$ cat config.mk
export PLATFORM = sky130hd
export DESIGN_NAME = touch_playback_queue_top
export DESIGN_NICKNAME = d
export VERILOG_FILES = /design/src/rtl/core/tpq_pkg.sv /design/src/rtl/core/touch_playback_queue_top.sv /design/src/rtl/core/tpq_ram.sv /design/src/rtl/core/tpq_core.sv
export SDC_FILE = /design/constraint.sdc
export NUM_CORES = 1
export LEC_CHECK = 0
export BUFFER_PORTS_ARGS = -buffer_cell sky130_fd_sc_hd__buf_4
export CAP_MARGIN = 15
export CORE_UTILIZATION = 55
export CTS_BUF_LIST = sky130_fd_sc_hd__clkbuf_16
export CTS_CLUSTER_SIZE = 16
export DETAILED_ROUTE_END_ITERATION = 8
export GPL_TIMING_DRIVEN = 0
export PLACE_DENSITY_LB_ADDON = 0.25
export SLEW_MARGIN = 20
export SYNTH_ARGS = -nofsm -noshare
export SYNTH_HDL_FRONTEND = slang
export SYNTH_HIERARCHICAL = 1
export SYNTH_SLANG_ARGS = --single-unit
export TNS_END_PERCENT = 100
$ cat constraint.sdc
create_clock -name i_clk -period 7.5 [get_ports i_clk]
set_input_delay 0.75 -clock i_clk [delete_from_list [all_inputs] [get_ports i_clk]]
set_output_delay 0.75 -clock i_clk [all_outputs]
set_load 0.05 [all_outputs]
$ cat src/rtl/core/tpq_pkg.sv
// Shared types and constants for the touch playback queue.
// No dependencies; imported by tpq_core and touch_playback_queue_top.
`timescale 1ns / 1ps
`default_nettype none

package tpq_pkg;

    localparam int RING_SLOTS_DEF = 16;
    localparam int COORD_W        = 16;
    localparam int HOLD_W         = 16;
    localparam int TICK_W         = 32;
    localparam int ENTRY_W        = 2 * COORD_W + HOLD_W;

    typedef enum logic {
        KIND_INJECT = 1'b0,
        KIND_POLL   = 1'b1
    } t_kind;

    typedef struct packed {
        t_kind                     kind;
        logic signed [COORD_W-1:0] touch_x;
        logic signed [COORD_W-1:0] touch_y;
        logic [HOLD_W-1:0]         hold_ms;
        logic [TICK_W-1:0]         now_ms;
    } t_item;

    typedef struct packed {
        logic                      accepted;
        logic                      pressed;
        logic signed [COORD_W-1:0] point_x;
        logic signed [COORD_W-1:0] point_y;
        logic                      wake;
    } t_result;

endpackage

`default_nettype wire

$ cat src/rtl/core/touch_playback_queue_top.sv
// Touch playback queue top level: input register, core and result register.
// Depends on tpq_pkg and tpq_core.
//
// Accepts one item per clock when the output side is ready and returns one
// result per item, through the input and result registers. An item is held in the
// input register, decided combinationally by the core against the queue state,
// and its result lands in the result register; while a result waits, the
// input register takes one more item and then the input side stalls.
// Injected touches are kept in a ring of RING_SLOTS entries in one RAM, of
// which RING_SLOTS-1 are usable. The head entry is prefetched from the RAM's
// registered read port each cycle, so a poll never waits on the ring.
`timescale 1ns / 1ps
`default_nettype none

module touch_playback_queue_top #(
    parameter int RING_SLOTS = tpq_pkg::RING_SLOTS_DEF
) (
    input  wire logic        i_clk,
    input  wire logic        i_rst_n,
    input  wire logic        i_in_valid,
    output logic             o_in_ready,
    input  wire logic        i_kind,
    input  wire logic signed [15:0] i_touch_x,
    input  wire logic signed [15:0] i_touch_y,
    input  wire logic [15:0] i_hold_ms,
    input  wire logic [31:0] i_now_ms,
    output logic             o_out_valid,
    input  wire logic        i_out_ready,
    output logic             o_accepted,
    output logic             o_pressed,
    output logic signed [15:0] o_point_x,
    output logic signed [15:0] o_point_y,
    output logic             o_wake
);

    import tpq_pkg::*;

    logic    r_in_valid;
    t_item   r_in;
    logic    r_out_valid;
    t_result r_out;
    t_result res;
    logic    move;

    assign move       = r_in_valid && (!r_out_valid || i_out_ready);
    assign o_in_ready = !r_in_valid || move;

    tpq_core #(
        .RING_SLOTS (RING_SLOTS)
    ) u_core (
        .i_clk   (i_clk),
        .i_rst_n (i_rst_n),
        .i_fire  (move),
        .i_item  (r_in),
        .o_res   (res)
    );

    always_ff @(posedge i_clk) begin
        if (!i_rst_n) begin
            r_in_valid  <= 1'b0;
            r_out_valid <= 1'b0;
        end else begin
            if (o_in_ready) begin
                r_in_valid <= i_in_valid;
            end
            if (move) begin
                r_out_valid <= 1'b1;
            end else if (i_out_ready) begin
                r_out_valid <= 1'b0;
            end
        end
    end

    always_ff @(posedge i_clk) begin
        if (o_in_ready && i_in_valid) begin
            r_in.kind    <= t_kind'(i_kind);
            r_in.touch_x <= i_touch_x;
            r_in.touch_y <= i_touch_y;
            r_in.hold_ms <= i_hold_ms;
            r_in.now_ms  <= i_now_ms;
        end
        if (move) begin
            r_out <= res;
        end
    end

    assign o_out_valid = r_out_valid;
    assign o_accepted  = r_out.accepted;
    assign o_pressed   = r_out.pressed;
    assign o_point_x   = r_out.point_x;
    assign o_point_y   = r_out.point_y;
    assign o_wake      = r_out.wake;

endmodule

`default_nettype wire

$ cat src/rtl/core/tpq_ram.sv
// Generic single-port-write, single-port-read RAM with registered read data.
// Read returns the old contents on a same-address write. No dependencies.
`timescale 1ns / 1ps
`default_nettype none

module tpq_ram #(
    parameter int WIDTH = 8,
    parameter int DEPTH = 16
) (
    input  wire logic                     i_clk,
    input  wire logic                     i_we,
    input  wire logic [$clog2(DEPTH)-1:0] i_waddr,
    input  wire logic [WIDTH-1:0]         i_wdata,
    input  wire logic [$clog2(DEPTH)-1:0] i_raddr,
    output logic      [WIDTH-1:0]         o_rdata
);

    logic [WIDTH-1:0] r_mem [DEPTH];
    logic [WIDTH-1:0] r_rdata;

    always_ff @(posedge i_clk) begin
        if (i_we) begin
            r_mem[i_waddr] <= i_wdata;
        end
        r_rdata <= r_mem[i_raddr];
    end

    assign o_rdata = r_rdata;

endmodule

`default_nettype wire

$ cat src/rtl/core/tpq_core.sv
// Queue state, touch ring and per-item decision logic of the playback queue.
// Depends on tpq_pkg and tpq_ram.
`timescale 1ns / 1ps
`default_nettype none

module tpq_core #(
    parameter int RING_SLOTS = tpq_pkg::RING_SLOTS_DEF
) (
    input  wire logic             i_clk,
    input  wire logic             i_rst_n,
    input  wire logic             i_fire,
    input  wire tpq_pkg::t_item   i_item,
    output tpq_pkg::t_result      o_res
);

    import tpq_pkg::*;

    localparam int               IDX_W = $clog2(RING_SLOTS);
    localparam logic [IDX_W-1:0] LAST  = IDX_W'(RING_SLOTS - 1);

    function automatic logic [IDX_W-1:0] ring_next(input logic [IDX_W-1:0] idx);
        return (idx == LAST) ? '0 : idx + 1'b1;
    endfunction

    logic [IDX_W-1:0]         r_rd_idx, n_rd_idx;
    logic [IDX_W-1:0]         r_wr_idx, n_wr_idx;
    logic                     r_pressing, n_pressing;
    logic                     r_release, n_release;
    logic [TICK_W-1:0]        r_press_start, n_press_start;
    logic signed [COORD_W-1:0] r_last_x, n_last_x;
    logic signed [COORD_W-1:0] r_last_y, n_last_y;
    logic                     r_wake, n_wake;
    logic                     r_byp;
    logic [ENTRY_W-1:0]       r_byp_data;

    logic                     we;
    logic [ENTRY_W-1:0]       wdata;
    logic [ENTRY_W-1:0]       ram_rdata;
    logic [ENTRY_W-1:0]       head;
    logic [HOLD_W-1:0]        head_hold;
    logic [TICK_W-1:0]        elapsed;
    logic [IDX_W-1:0]         wr_next;

    assign wdata     = {i_item.touch_x, i_item.touch_y, i_item.hold_ms};
    assign head      = r_byp ? r_byp_data : ram_rdata;
    assign head_hold = head[HOLD_W-1:0];
    assign elapsed   = i_item.now_ms - r_press_start;
    assign wr_next   = ring_next(r_wr_idx);

    tpq_ram #(
        .WIDTH (ENTRY_W),
        .DEPTH (RING_SLOTS)
    ) u_ring (
        .i_clk   (i_clk),
        .i_we    (we),
        .i_waddr (r_wr_idx),
        .i_wdata (wdata),
        .i_raddr (n_rd_idx),
        .o_rdata (ram_rdata)
    );

    always_comb begin
        n_rd_idx      = r_rd_idx;
        n_wr_idx      = r_wr_idx;
        n_pressing    = r_pressing;
        n_release     = r_release;
        n_press_start = r_press_start;
        n_last_x      = r_last_x;
        n_last_y      = r_last_y;
        n_wake        = r_wake;
        we            = 1'b0;
        o_res.accepted = 1'b0;
        o_res.pressed  = 1'b0;
        o_res.wake     = 1'b0;
        if (i_fire) begin
            case (i_item.kind)
                KIND_INJECT: begin
                    if (wr_next != r_rd_idx) begin
                        we             = 1'b1;
                        n_wr_idx       = wr_next;
                        n_wake         = 1'b1;
                        o_res.accepted = 1'b1;
                    end
                end
                KIND_POLL: begin
                    o_res.wake = r_wake;
                    n_wake     = 1'b0;
                    if (r_pressing) begin
                        if (elapsed >= {{(TICK_W-HOLD_W){1'b0}}, head_hold}) begin
                            n_pressing = 1'b0;
                            n_release  = 1'b1;
                            n_rd_idx   = ring_next(r_rd_idx);
                        end
                        o_res.pressed = 1'b1;
                    end else if (r_release) begin
                        n_release = 1'b0;
                    end else if (r_rd_idx != r_wr_idx) begin
                        n_last_x      = $signed(head[ENTRY_W-1 -: COORD_W]);
                        n_last_y      = $signed(head[HOLD_W +: COORD_W]);
                        n_pressing    = 1'b1;
                        n_press_start = i_item.now_ms;
                        o_res.pressed = 1'b1;
                    end
                end
                default: begin
                end
            endcase
        end
        o_res.point_x = n_last_x;
        o_res.point_y = n_last_y;
    end

    always_ff @(posedge i_clk) begin
        if (!i_rst_n) begin
            r_rd_idx      <= '0;
            r_wr_idx      <= '0;
            r_pressing    <= 1'b0;
            r_release     <= 1'b0;
            r_press_start <= '0;
            r_last_x      <= '0;
            r_last_y      <= '0;
            r_wake        <= 1'b0;
            r_byp         <= 1'b0;
        end else begin
            r_rd_idx      <= n_rd_idx;
            r_wr_idx      <= n_wr_idx;
            r_pressing    <= n_pressing;
            r_release     <= n_release;
            r_press_start <= n_press_start;
            r_last_x      <= n_last_x;
            r_last_y      <= n_last_y;
            r_wake        <= n_wake;
            r_byp         <= we && (r_wr_idx == n_rd_idx);
        end
    end

    always_ff @(posedge i_clk) begin
        r_byp_data <= wdata;
    end

endmodule

`default_nettype wire
==> reports/results.ini, run 1 <==
[drt]
detail_route.wirelength_mm = 91.50
antenna_left = 0
wl_per_cell_um = 26.10
drc_errors = 0
vias = 21490
first_pass_iters = 6
drtIter0Drc = 2199
vias_per_cell = 6.132

[logic_synthesis]
synth_top_area_share_pct = 66.06
synth_cell_types = 78
syn_inst = 2176
yosys.area_share.adder_pct = 1.575
synth_nets = 2311
synth-seq-cells = 1058
seq_area_frac_synth_pct = 74.73
synth_top_family_by_area = multiplexers
synth-simple-area-share_pct = 3.964
ys_warn_count = 6
synth_top_cell_by_area = edfxtp_1
avgSynthCellArea_sq_um = 18.47
synth_compound_area_share_pct = 5.165
yosys-top-cells-count = 884 x edfxtp_1, 192 x mux4_2, 184 x nand2_1, 174 x dfxtp_1, 97 x a22oi_1
synthMuxAreaShare_pct = 12.19
synth-async-reset-ratio_pct = 0
synth_xor_area_share_pct = 0.7628
synth_edf_count = 884
synth_top_cells_by_area = edfxtp_1 66%, mux4_2 11%, dfxtp_1 8.7%
synthesis.area_sq_mm = 0.04018
synth_flop_cell = edfxtp_1
synth.most_common_cell = edfxtp_1

[worst_setup_path]
arrival_ns = 7.63
critPathKind = flip-flop to flip-flop
startpoint_type = flip-flop
crit_buf_inv = 6
cp.required_ns = 8.02
crit_chain = clkbuf_1, clkdlybuf4s15_1, clkbuf_2, mux2i_1, ha_1, a21o_1, a21oi_1, o211ai_1, nor3_1, a211o_1, nand3b_1, a2111o_1, nor4_4, a31oi_2, mux2_2, clkbuf_1, buf_4, buf_2, mux4_2, a22oi_1, nand2_1
cp_slowest_cell = clkdlybuf4s15_1
cp_slowest_stage_delay_ns = 0.76
critPathTopFamily = buffers and inverters
worstSetupStartpoint = u_core/r_byp$_SDFF_PN0_
crit_path_max_fanout = 10
cp-end-kind = flip-flop
cp_common_cell = clkbuf_1
reg2reg_from = u_core/r_byp$_SDFF_PN0_

[grt]
gr-total-overflow = 0
grt_max_degree = 22
grt_use_total_pct = 25.01
antenna_found_initial = 1
grt_pass1_vias = 21930
grt_pass1_wl_mm = 136.7

[sta]
tightest_slew_ns = 1.061
fin_ws_ns = 0.3841
min_period_ns = 7.116
tns_ns = 0
slew_headroom_pct = 29.25
holdWs_ns = 0.2537
finalClockSkew_ns = 0.05129
rsz0062_at_grt = no
hold_viol = 0
max_clock_freq_mhz = 140.5
maxSlewViolCount = 0
finalSetupViolCount = 0
post-route-period-util_pct = 94.88

[layout]
fillers = 4727
final_nets = 2600
area_growth_pct = 16.92
final_area_sq_mm = 0.04698
diodes = 0
drive_gt1_share_pct = 23.95

[power]
power_density_mw_per_mm2 = 254.8
vdd_drop_max_uv = 209.1
p_leak_nw = 15.50

[cts]
cts-buffers-inserted = 103
clock_sinks = 1058
postCtsSetupBuffers = 0
cts_tree = built
hold_buffers = 0
max-clock-path-buffers = 3
root_buffer = clkbuf_16
cts-htree-levels = 3
insertion_delay_ns = 0.67
clkTransAtPathRegs_ns = 0.06

[die]
die_x_um = 272.3
core-area_sq_mm = 0.07185
start_util_pct = 55.93
die_h_um = 272.3
dieArea_sq_mm = 0.07415
rows = 98
io_pins = 122

[placed_design]
place_ws_ns = 0.2145
gp_congestion = 0.8859
numPortBuffers = 121
dpl_cell_area_sq_mm = 0.04357
hpwl_mm = 59.53

[run]
maxCapViolCount = 0

[hold_path]
hold_class = input pin to flip-flop
worstHoldStart = i_touch_y[10]

[status]
status = complete, no violations

-- per-stage QoR --
step           std cells  power, mW  util (%)
2_1_floorplan       2176      6.827         -
3_3_place_gp        3247      6.967     58.85
3_5_place_dp        3310      6.994     60.63
4_1_cts             3505      12.05     65.38
5_1_grt             3505      12.32     65.39
6_report            3505      11.97     65.39
-- timing repair --
| action | CTS | global route |
|---|---|---|
| resized for setup | 0 | 5 |
| endpoints found under the hold margin | 0 | 0 |
| endpoints found under the setup margin | 0 | 32 |
-- path summary, 6_finish.rpt --
check | endpoint | slack (ns) | cells past startpoint
worst max-delay path | u_core/u_ring/o_rdata[9]$_DFF_P_ | 0.38 | 21
worst min-delay path | r_in[58]$_DFFE_PP_ | 0.25 | 1
worst max register to register | u_core/u_ring/o_rdata[9]$_DFF_P_ | 0.38 | 21
worst min register to register | u_core/r_press_start[22]$_SDFFE_PN0P_ | 0.47 | 2
-- layer usage --
| metal | up-vias | routed length [um] | track usage, % |
|---|---|---|---|
| met4 | 2 | 2248 | 7.008 |
| li1 | 9230 | - | - |
| met1 | 11120 | 36930 | 34.19 |
| met2 | 992 | 45330 | 41.59 |
| met3 | 143 | 6967 | 4.461 |
| met5 | - | 13 | 0 |
-- cells in the final DEF, fill, tap and decap left out, types with 48 or more instances in the layout --
cell,instances
a21oi_1,48
a22oi_1,97
buf_4,154
clkbuf_1,56
clkbuf_16,108
dfxtp_1,174
edfxtp_1,884
ha_1,49
inv_1,60
mux2i_1,52
mux4_2,192
nand2_1,184
o21ai_0,52
-- flip-flops by register name (all words and copies together) (netlist names) --
register / flops
u_core/r_last_y: 16
r_in: 81
u_core/u_ring/o_rdata: 48
u_core/r_byp: 1
u_core/r_rd_idx: 4
o_out_valid: 1
o_point_y: 16
u_core/u_ring/r_mem: 768
r_in_valid: 1
o_pressed: 1
u_core/r_last_x: 16
u_core/r_wake: 1
u_core/r_press_start: 32
u_core/r_pressing: 1
o_point_x: 16
o_wake: 1
u_core/r_release: 1
u_core/r_byp_data: 48
u_core/r_wr_idx: 4
o_accepted: 1
-- where the power goes --
| group | switching (mW) | internal [mW] |
|---|---|---|
| combinational | 0.204 | 0.148 |
| sequential | 0.0824 | 6.44 |
| clock | 2.20 | 2.90 |
| total | 2.48 | 9.49 |
-- cells by family (layout without fill, tap and decap cells) --
family	Yosys count	after routing
buffers and inverters	145	524
xor gates and xnor gates	35	35
adders and majority gates	50	50
and+or+nand+nor	338	338
muxes	248	248
AOI/OAI and AO/OA	302	302
DFF	1058	1058
-- final cells by class --
type                            count  area, sq um  share of cell area [%]
Multi-Input combinational cell    973         9641                   20.52
Timing Repair Buffer              184         2057                   4.378
Buffer                            103        500.5                   1.065
Clock buffer                      108         2703                   5.752
Clock inverter                     87        708.2                   1.507
Tap cell                          950         1189                   2.530
Sequential cell                  1058        30030                   63.91
Inverter                           42        157.7                  0.3355
(Power assumes the default switching activity.)
==> run 2: changes to the inputs <==
Clock period 7.5 ns to 8.05 ns, I/O delays scaled along.
==> run 2 against run 1 <==
Worst setup slack better by 0.32 ns. Flip-flop and latch count stayed put. Critical path depth stayed put.
==> reports/results.ini, run 2 (synthesized netlist as in run 1, its figures left out) <==
[status]
status = complete, no violations

[cts]
cts-buffers-inserted = 104  ; +0.97%
insertion_delay_ns = 0.68  ; about the same
clock_sinks = 1058  ; unchanged
hold_buffers = 0  ; unchanged
max-clock-path-buffers = 3  ; unchanged
cts_tree = built
cts-htree-levels = 3  ; unchanged
cts_resized = 0  ; unchanged
postCtsSetupBuffers = 0  ; unchanged
root_buffer = clkbuf_16
clkTransAtPathRegs_ns = 0.07  ; about the same

[worst_setup_path]
rrSetupSlack_ns = 0.70  ; +0.32 ns
timing.rr.end = u_core/u_ring/o_rdata[33]$_DFF_P_
cp-endpoint = u_core/u_ring/o_rdata[33]$_DFF_P_
cp.required_ns = 8.67  ; +0.65 ns
r2r_cells = 21  ; unchanged
cp-end-kind = flip-flop
arrival_ns = 7.97  ; +0.34 ns
critPathKind = flip-flop to flip-flop
worstSetupStartpoint = u_core/r_byp$_SDFF_PN0_
crit_path_max_fanout = 10  ; unchanged
startpoint_type = flip-flop
reg2reg_from = u_core/r_byp$_SDFF_PN0_

[sta]
slew_headroom_pct = 27.94  ; -1.3 points
finalSetupViolCount = 0  ; unchanged
hold_viol = 0  ; unchanged
min_period_ns = 7.350  ; +0.2340 ns
post-route-period-util_pct = 91.30  ; -3.6 points
rsz0062_at_grt = no
finalClockSkew_ns = 0.05391  ; +0.002624 ns
max_clock_freq_mhz = 136.1  ; -3.2%
tightest_slew_ns = 1.081  ; +0.01970 ns
tns_ns = 0  ; unchanged
holdWs_ns = 0.2936  ; +0.03998 ns
maxSlewViolCount = 0  ; unchanged

[drt]
drc_errors = 0  ; unchanged
vias_per_cell = 6.120  ; -0.18%
vias = 21460  ; -0.13%
antenna_left = 0  ; unchanged
detail_route.wirelength_mm = 91.32  ; -0.19%
first_pass_iters = 7  ; +1
wl_per_cell_um = 26.04  ; -0.25%
drtIter0Drc = 2000  ; -9.0%

[placed_design]
place_inst = 3310  ; unchanged
numPortBuffers = 121  ; unchanged
gp_congestion = 0.8800  ; -0.67%
hpwl_mm = 59.31  ; -0.37%

[layout]
final_common_cell = edfxtp_1
layoutNonFillerInstCount = 3507  ; +0.057%
biggestRegsByFlops = u_core/u_ring/r_mem (768), r_in (81)
largest_reg_flops = 768  ; unchanged
drive_gt1_share_pct = 23.63  ; -0.32 points
final_util_pct = 65.38  ; about the same
regMostFlops = u_core/u_ring/r_mem
area_growth_pct = 16.91  ; about the same
final_cell_mix = 884 x edfxtp_1, 192 x mux4_2, 184 x nand2_1, 174 x dfxtp_1, 160 x buf_4
final_nets = 2601  ; +0.038%

[power]
p_seq_share_pct = 53.8  ; -0.7 points
p_comb_share_pct = 2.9  ; about the same
p_int_mw = 8.983  ; -5.3%
swShare_pct = 20.45  ; -0.30 points
p_leak_nw = 15.49  ; about the same
netSwitchingPower_mw = 2.309  ; -7.0%
power_density_mw_per_mm2 = 240.4  ; -5.7%
p_clk_share_pct = 43.3  ; +0.7 points
vdd_drop_max_uv = 175.3  ; -16%

[die]
core-area_sq_mm = 0.07185  ; unchanged
io_pins = 122  ; unchanged
die_h_um = 272.3  ; unchanged
start_util_pct = 55.93  ; unchanged
rows = 98  ; unchanged
die_x_um = 272.3  ; unchanged
dieArea_sq_mm = 0.07415  ; unchanged

[grt]
antenna_found_initial = 0  ; -1
grt_pass1_wl_mm = 136.8  ; about the same
gr-total-overflow = 0  ; unchanged
grt_pass1_vias = 21910  ; -0.11%
grt_max_degree = 23  ; +4.5%
grt_use_total_pct = 25.07  ; +0.061 points

[hold_path]
hold_class = input pin to flip-flop

[run]
maxCapViolCount = 0  ; unchanged

[run 2: per-stage QoR]
step | setup slack [ns] | power, mW | cell area (sq um)
floorplan | 0.3078 | 6.361 | 40180
global placement | -6.054 | 6.491 | 42280
detailed placement | 0.8031 | 6.517 | 43490
CTS | 0.7421 | 11.36 | 46980
global route | 0.3441 | 11.59 | 46980
finish | 0.7000 | 11.29 | 46980
[run 2: worst min-delay path by stage]
stage / start / to / slack [ns] / depth (start not counted)
detailed placement: u_core/r_wake$_SDFFE_PN0P_ / u_core/r_wake$_SDFFE_PN0P_ / 0.44 / 2
global placement: u_core/r_wake$_SDFFE_PN0P_ / u_core/r_wake$_SDFFE_PN0P_ / 0.44 / 2
global route: i_touch_y[14] / r_in[62]$_DFFE_PP_ / 0.28 / 1
finish: i_touch_y[11] / r_in[59]$_DFFE_PP_ / 0.29 / 1
floorplan: u_core/r_wake$_SDFFE_PN0P_ / u_core/r_wake$_SDFFE_PN0P_ / 0.43 / 2
CTS: i_touch_y[14] / r_in[62]$_DFFE_PP_ / 0.26 / 1
[run 2: final cells by class]
cell class                 instances  area (sq um)
sequential                      1058         30030
fill                            4799         24870
multi-input combinational        973          9634
clock buffer                     106          2653
timing repair buffer             184          1983
tap                              950          1189
clock inverter                    90         839.6
buffer                           103         493.0
inverter                          42         157.7
antenna                            1         2.502
[run 2: metal layers]
metal  GRT usage (%)  wire [um]
met1           34.18      36340
met5               0          0
met3           4.002       7043
met4           7.318       2471
met2           42.00      45460
[run 2: critical path: stages (launching register included)]
cell,delay (ns)
dfxtp_1,0.32
clkbuf_1,0.28
clkbuf_1,0.74
clkbuf_1,0.75
mux2i_1,0.33
ha_1,0.29
a21o_1,0.16
a21oi_1,0.24
o211ai_1,0.13
nor3_1,0.27
a211o_1,0.18
nand3b_1,0.12
a2111o_1,0.47
nor4_4,0.36
a31oi_2,0.21
nand2_1,0.19
xnor2_1,0.20
and2_1,0.23
clkbuf_1,0.81
clkbuf_1,0.67
a22oi_1,0.22
nand2_1,0.12
[run 2: power groups by stage]
stage | logic [mW] | clock network (mW) | registers, mW
3_5_place_dp | 0.325 | 0 | 6.19
6_report | 0.328 | 4.89 | 6.08
3_3_place_gp | 0.299 | 0 | 6.19
4_1_cts | 0.328 | 4.96 | 6.08
5_1_grt | 0.355 | 5.15 | 6.08
2_1_floorplan | 0.173 | 0 | 6.19
==> run 3: changes to the inputs <==
Settings changed: CORE_UTILIZATION 55 to 35, PLACE_DENSITY set to 0.5, PLACE_DENSITY_LB_ADDON 0.25 to not set.
==> run 3 against run 2 <==
Sequential share of layout area shrank 1.3 points. Highest routed layer unchanged. First-iteration DRC count shrank 10%. Critical endpoint is now u_core/u_ring/o_rdata[41]$_DFF_P_. Routed wire length grew 10%. Flip-flop and latch count is the same.
==> reports/results.ini, run 3 (synthesized netlist as in run 1, its figures left out) <==
[placed_design]
hpwl_mm = 67.08  ; +13%
gp_congestion = 0.8028  ; -8.8%
dpl_cell_area_sq_mm = 0.04436  ; +2.0%
numPortBuffers = 121  ; unchanged

[layout]
final_cell_mix = 884 x edfxtp_1, 192 x mux4_2, 184 x nand2_1, 174 x dfxtp_1, 169 x buf_4
biggestRegsByFlops = u_core/u_ring/r_mem (768), r_in (81)
final_util_pct = 42.40  ; -23 points
final_common_cell = edfxtp_1
regMostFlops = u_core/u_ring/r_mem
largest_reg_flops = 768  ; unchanged
area_growth_pct = 19.35
drive_gt1_share_pct = 24.39  ; +0.76 points
final_nets = 2620  ; +0.73%
final_area_sq_mm = 0.04796  ; +2.1%

[worst_setup_path]
startpoint_type = flip-flop
crit_path_max_fanout = 10  ; unchanged
rrSetupSlack_ns = 0.88  ; +0.18 ns
cp-end-kind = flip-flop
reg2reg_from = u_core/r_byp$_SDFF_PN0_
r2r_cells = 20  ; -4.8%
arrival_ns = 7.80  ; -0.17 ns
timing.rr.end = u_core/u_ring/o_rdata[41]$_DFF_P_
cp.required_ns = 8.68  ; about the same
critPathKind = flip-flop to flip-flop

[sta]
finalSetupViolCount = 0  ; unchanged
holdWs_ns = 0.2736  ; -0.02005 ns
tns_ns = 0  ; unchanged
max_clock_freq_mhz = 139.5  ; +2.5%
slew_headroom_pct = 25.42  ; -2.5 points
maxSlewViolCount = 0  ; unchanged
post-route-period-util_pct = 89.05  ; -2.3 points
rsz0062_at_grt = no
min_period_ns = 7.168  ; -0.1816 ns
finalClockSkew_ns = 0.05197  ; -0.001937 ns
tightest_slew_ns = 1.119  ; +0.03779 ns
hold_viol = 0  ; unchanged

[cts]
hold_buffers = 0  ; unchanged
clkTransAtPathRegs_ns = 0.06  ; about the same
root_buffer = clkbuf_16
cts-buffers-inserted = 111  ; +6.7%
postCtsSetupBuffers = 0  ; unchanged
cts-htree-levels = 3  ; unchanged
insertion_delay_ns = 0.70  ; +0.02 ns
cts_tree = built
clock_sinks = 1058  ; unchanged
cts_resized = 0  ; unchanged
max-clock-path-buffers = 3  ; unchanged

[drt]
vias_per_cell = 5.134  ; -16%
wl_per_cell_um = 24.63  ; -5.4%
detail_route.wirelength_mm = 100.6  ; +10%
first_pass_iters = 8  ; +1
antenna_left = 0  ; unchanged
vias = 20970  ; -2.3%
drc_errors = 0  ; unchanged
drtIter0Drc = 1801  ; -10%

[hold_path]
hold_class = input pin to flip-flop
hold_end = r_in[56]$_DFFE_PP_
holdPathStages = 1  ; unchanged
worstHoldStart = i_touch_y[8]

[power]
p_leak_nw = 15.71  ; +1.4%
vdd_drop_max_uv = 172.3  ; -1.7%
power_density_mw_per_mm2 = 238.2  ; -0.91%

[die]
dieArea_sq_mm = 0.1162  ; +57%
die_x_um = 340.8  ; +25%
start_util_pct = 35.53  ; -20 points
io_pins = 122  ; unchanged
die_h_um = 340.8  ; +25%
rows = 123  ; +26%
core-area_sq_mm = 0.1131  ; +57%

[grt]
grt_use_total_pct = 17.28  ; -7.8 points
grt_max_degree = 27  ; +17%
grt_pass1_wl_mm = 146.6  ; +7.2%
grt_pass1_vias = 21710  ; -0.89%
antenna_found_initial = 3  ; +3
gr-total-overflow = 0  ; unchanged

[status]
status = complete, no violations

[run]
maxCapViolCount = 0  ; unchanged

## run 3: changes by cell type in the layout (fill, tap and decap cells not counted), moves of 3 or more
cell	before	now
buf_16	19	22
clkinv_2	20	31
buf_4	160	169
clkinvlp_4	5	1
clkbuf_2	0	4
inv_1	60	69
buf_12	15	18
buf_6	10	6
bufinv_16	14	9
clkbuf_16	106	114
clkbuf_1	58	54
clkinv_1	25	21
## run 3: per-stage QoR
| step | cells | worst slack [ns] | power [mW] |
|---|---|---|---|
| 3_5_place_dp | 3872 | 0.8006 | 6.529 |
| 5_1_grt | 4083 | 0.4808 | 11.79 |
| 2_1_floorplan | 2176 | 0.3078 | 6.361 |
| 3_3_place_gp | 3797 | -7.075 | 6.511 |
| 4_1_cts | 4083 | 0.7925 | 11.55 |
| 6_report | 4084 | 0.8817 | 11.42 |
## run 3: critical path, stage by stage (launching register included)
cell and delay (ns):
dfxtp_1 0.32, clkbuf_1 0.15, clkbuf_2 0.47, clkbuf_1 0.83, mux2i_1 0.46, ha_1 0.32
a21o_1 0.16, a21oi_1 0.23, o211ai_1 0.12, nor3_1 0.24, a211o_1 0.20, nand3b_1 0.11
a2111o_1 0.47, nor4_4 0.36, a31o_2 0.26, o31a_1 0.27, nor2b_1 0.24, clkbuf_1 0.78
clkbuf_1 0.73, a22oi_1 0.28, nand2_1 0.12
## run 3: final cells by class
type	count	area, sq um
well taps	1500	1877
clock buffers	114	2853
plain buffers	103	498.0
flip-flops and latches	1058	30030
diodes	1	2.502
multi-input cells	973	9634
repair buffers	196	2163
inverters	42	157.7
fillers	10040	65150
clock inverters	97	748.2
## run 3: how the worst max path moves through the flow
stage                                                end  slack (ns)  cells past startpoint                     from
global placement    u_core/u_ring/r_mem[0][43]$_DFFE_PP_       -7.08                      7              i_out_ready
finish                 u_core/u_ring/o_rdata[41]$_DFF_P_        0.88                     20  u_core/r_byp$_SDFF_PN0_
global route           u_core/u_ring/o_rdata[40]$_DFF_P_        0.48                     21  u_core/r_byp$_SDFF_PN0_
detailed placement     u_core/u_ring/o_rdata[41]$_DFF_P_        0.80                     20  u_core/r_byp$_SDFF_PN0_
CTS                    u_core/u_ring/o_rdata[41]$_DFF_P_        0.79                     20  u_core/r_byp$_SDFF_PN0_
floorplan            u_core/u_ring/r_mem[0][0]$_DFFE_PP_        0.31                      6              i_out_ready
## run 3: power breakdown
part           leakage, nW  total, mW  internal [mW]  switching (mW)
clock                 1.89       5.01           2.86            2.15
sequential            9.49       6.08           6.00          0.0790
combinational         4.34      0.331          0.137           0.194
## run 3: layer usage
| layer | vias up | GRT usage, % | part of all wire (%) |
|---|---|---|---|
| met2 | 526 | 29.05 | 49 |
| met4 | 0 | 4.260 | 2.1 |
| met3 | 140 | 3.019 | 4.5 |
| met1 | 11030 | 23.23 | 44 |
| met5 | - | 0 | 0 |
| li1 | 9277 | - | - |
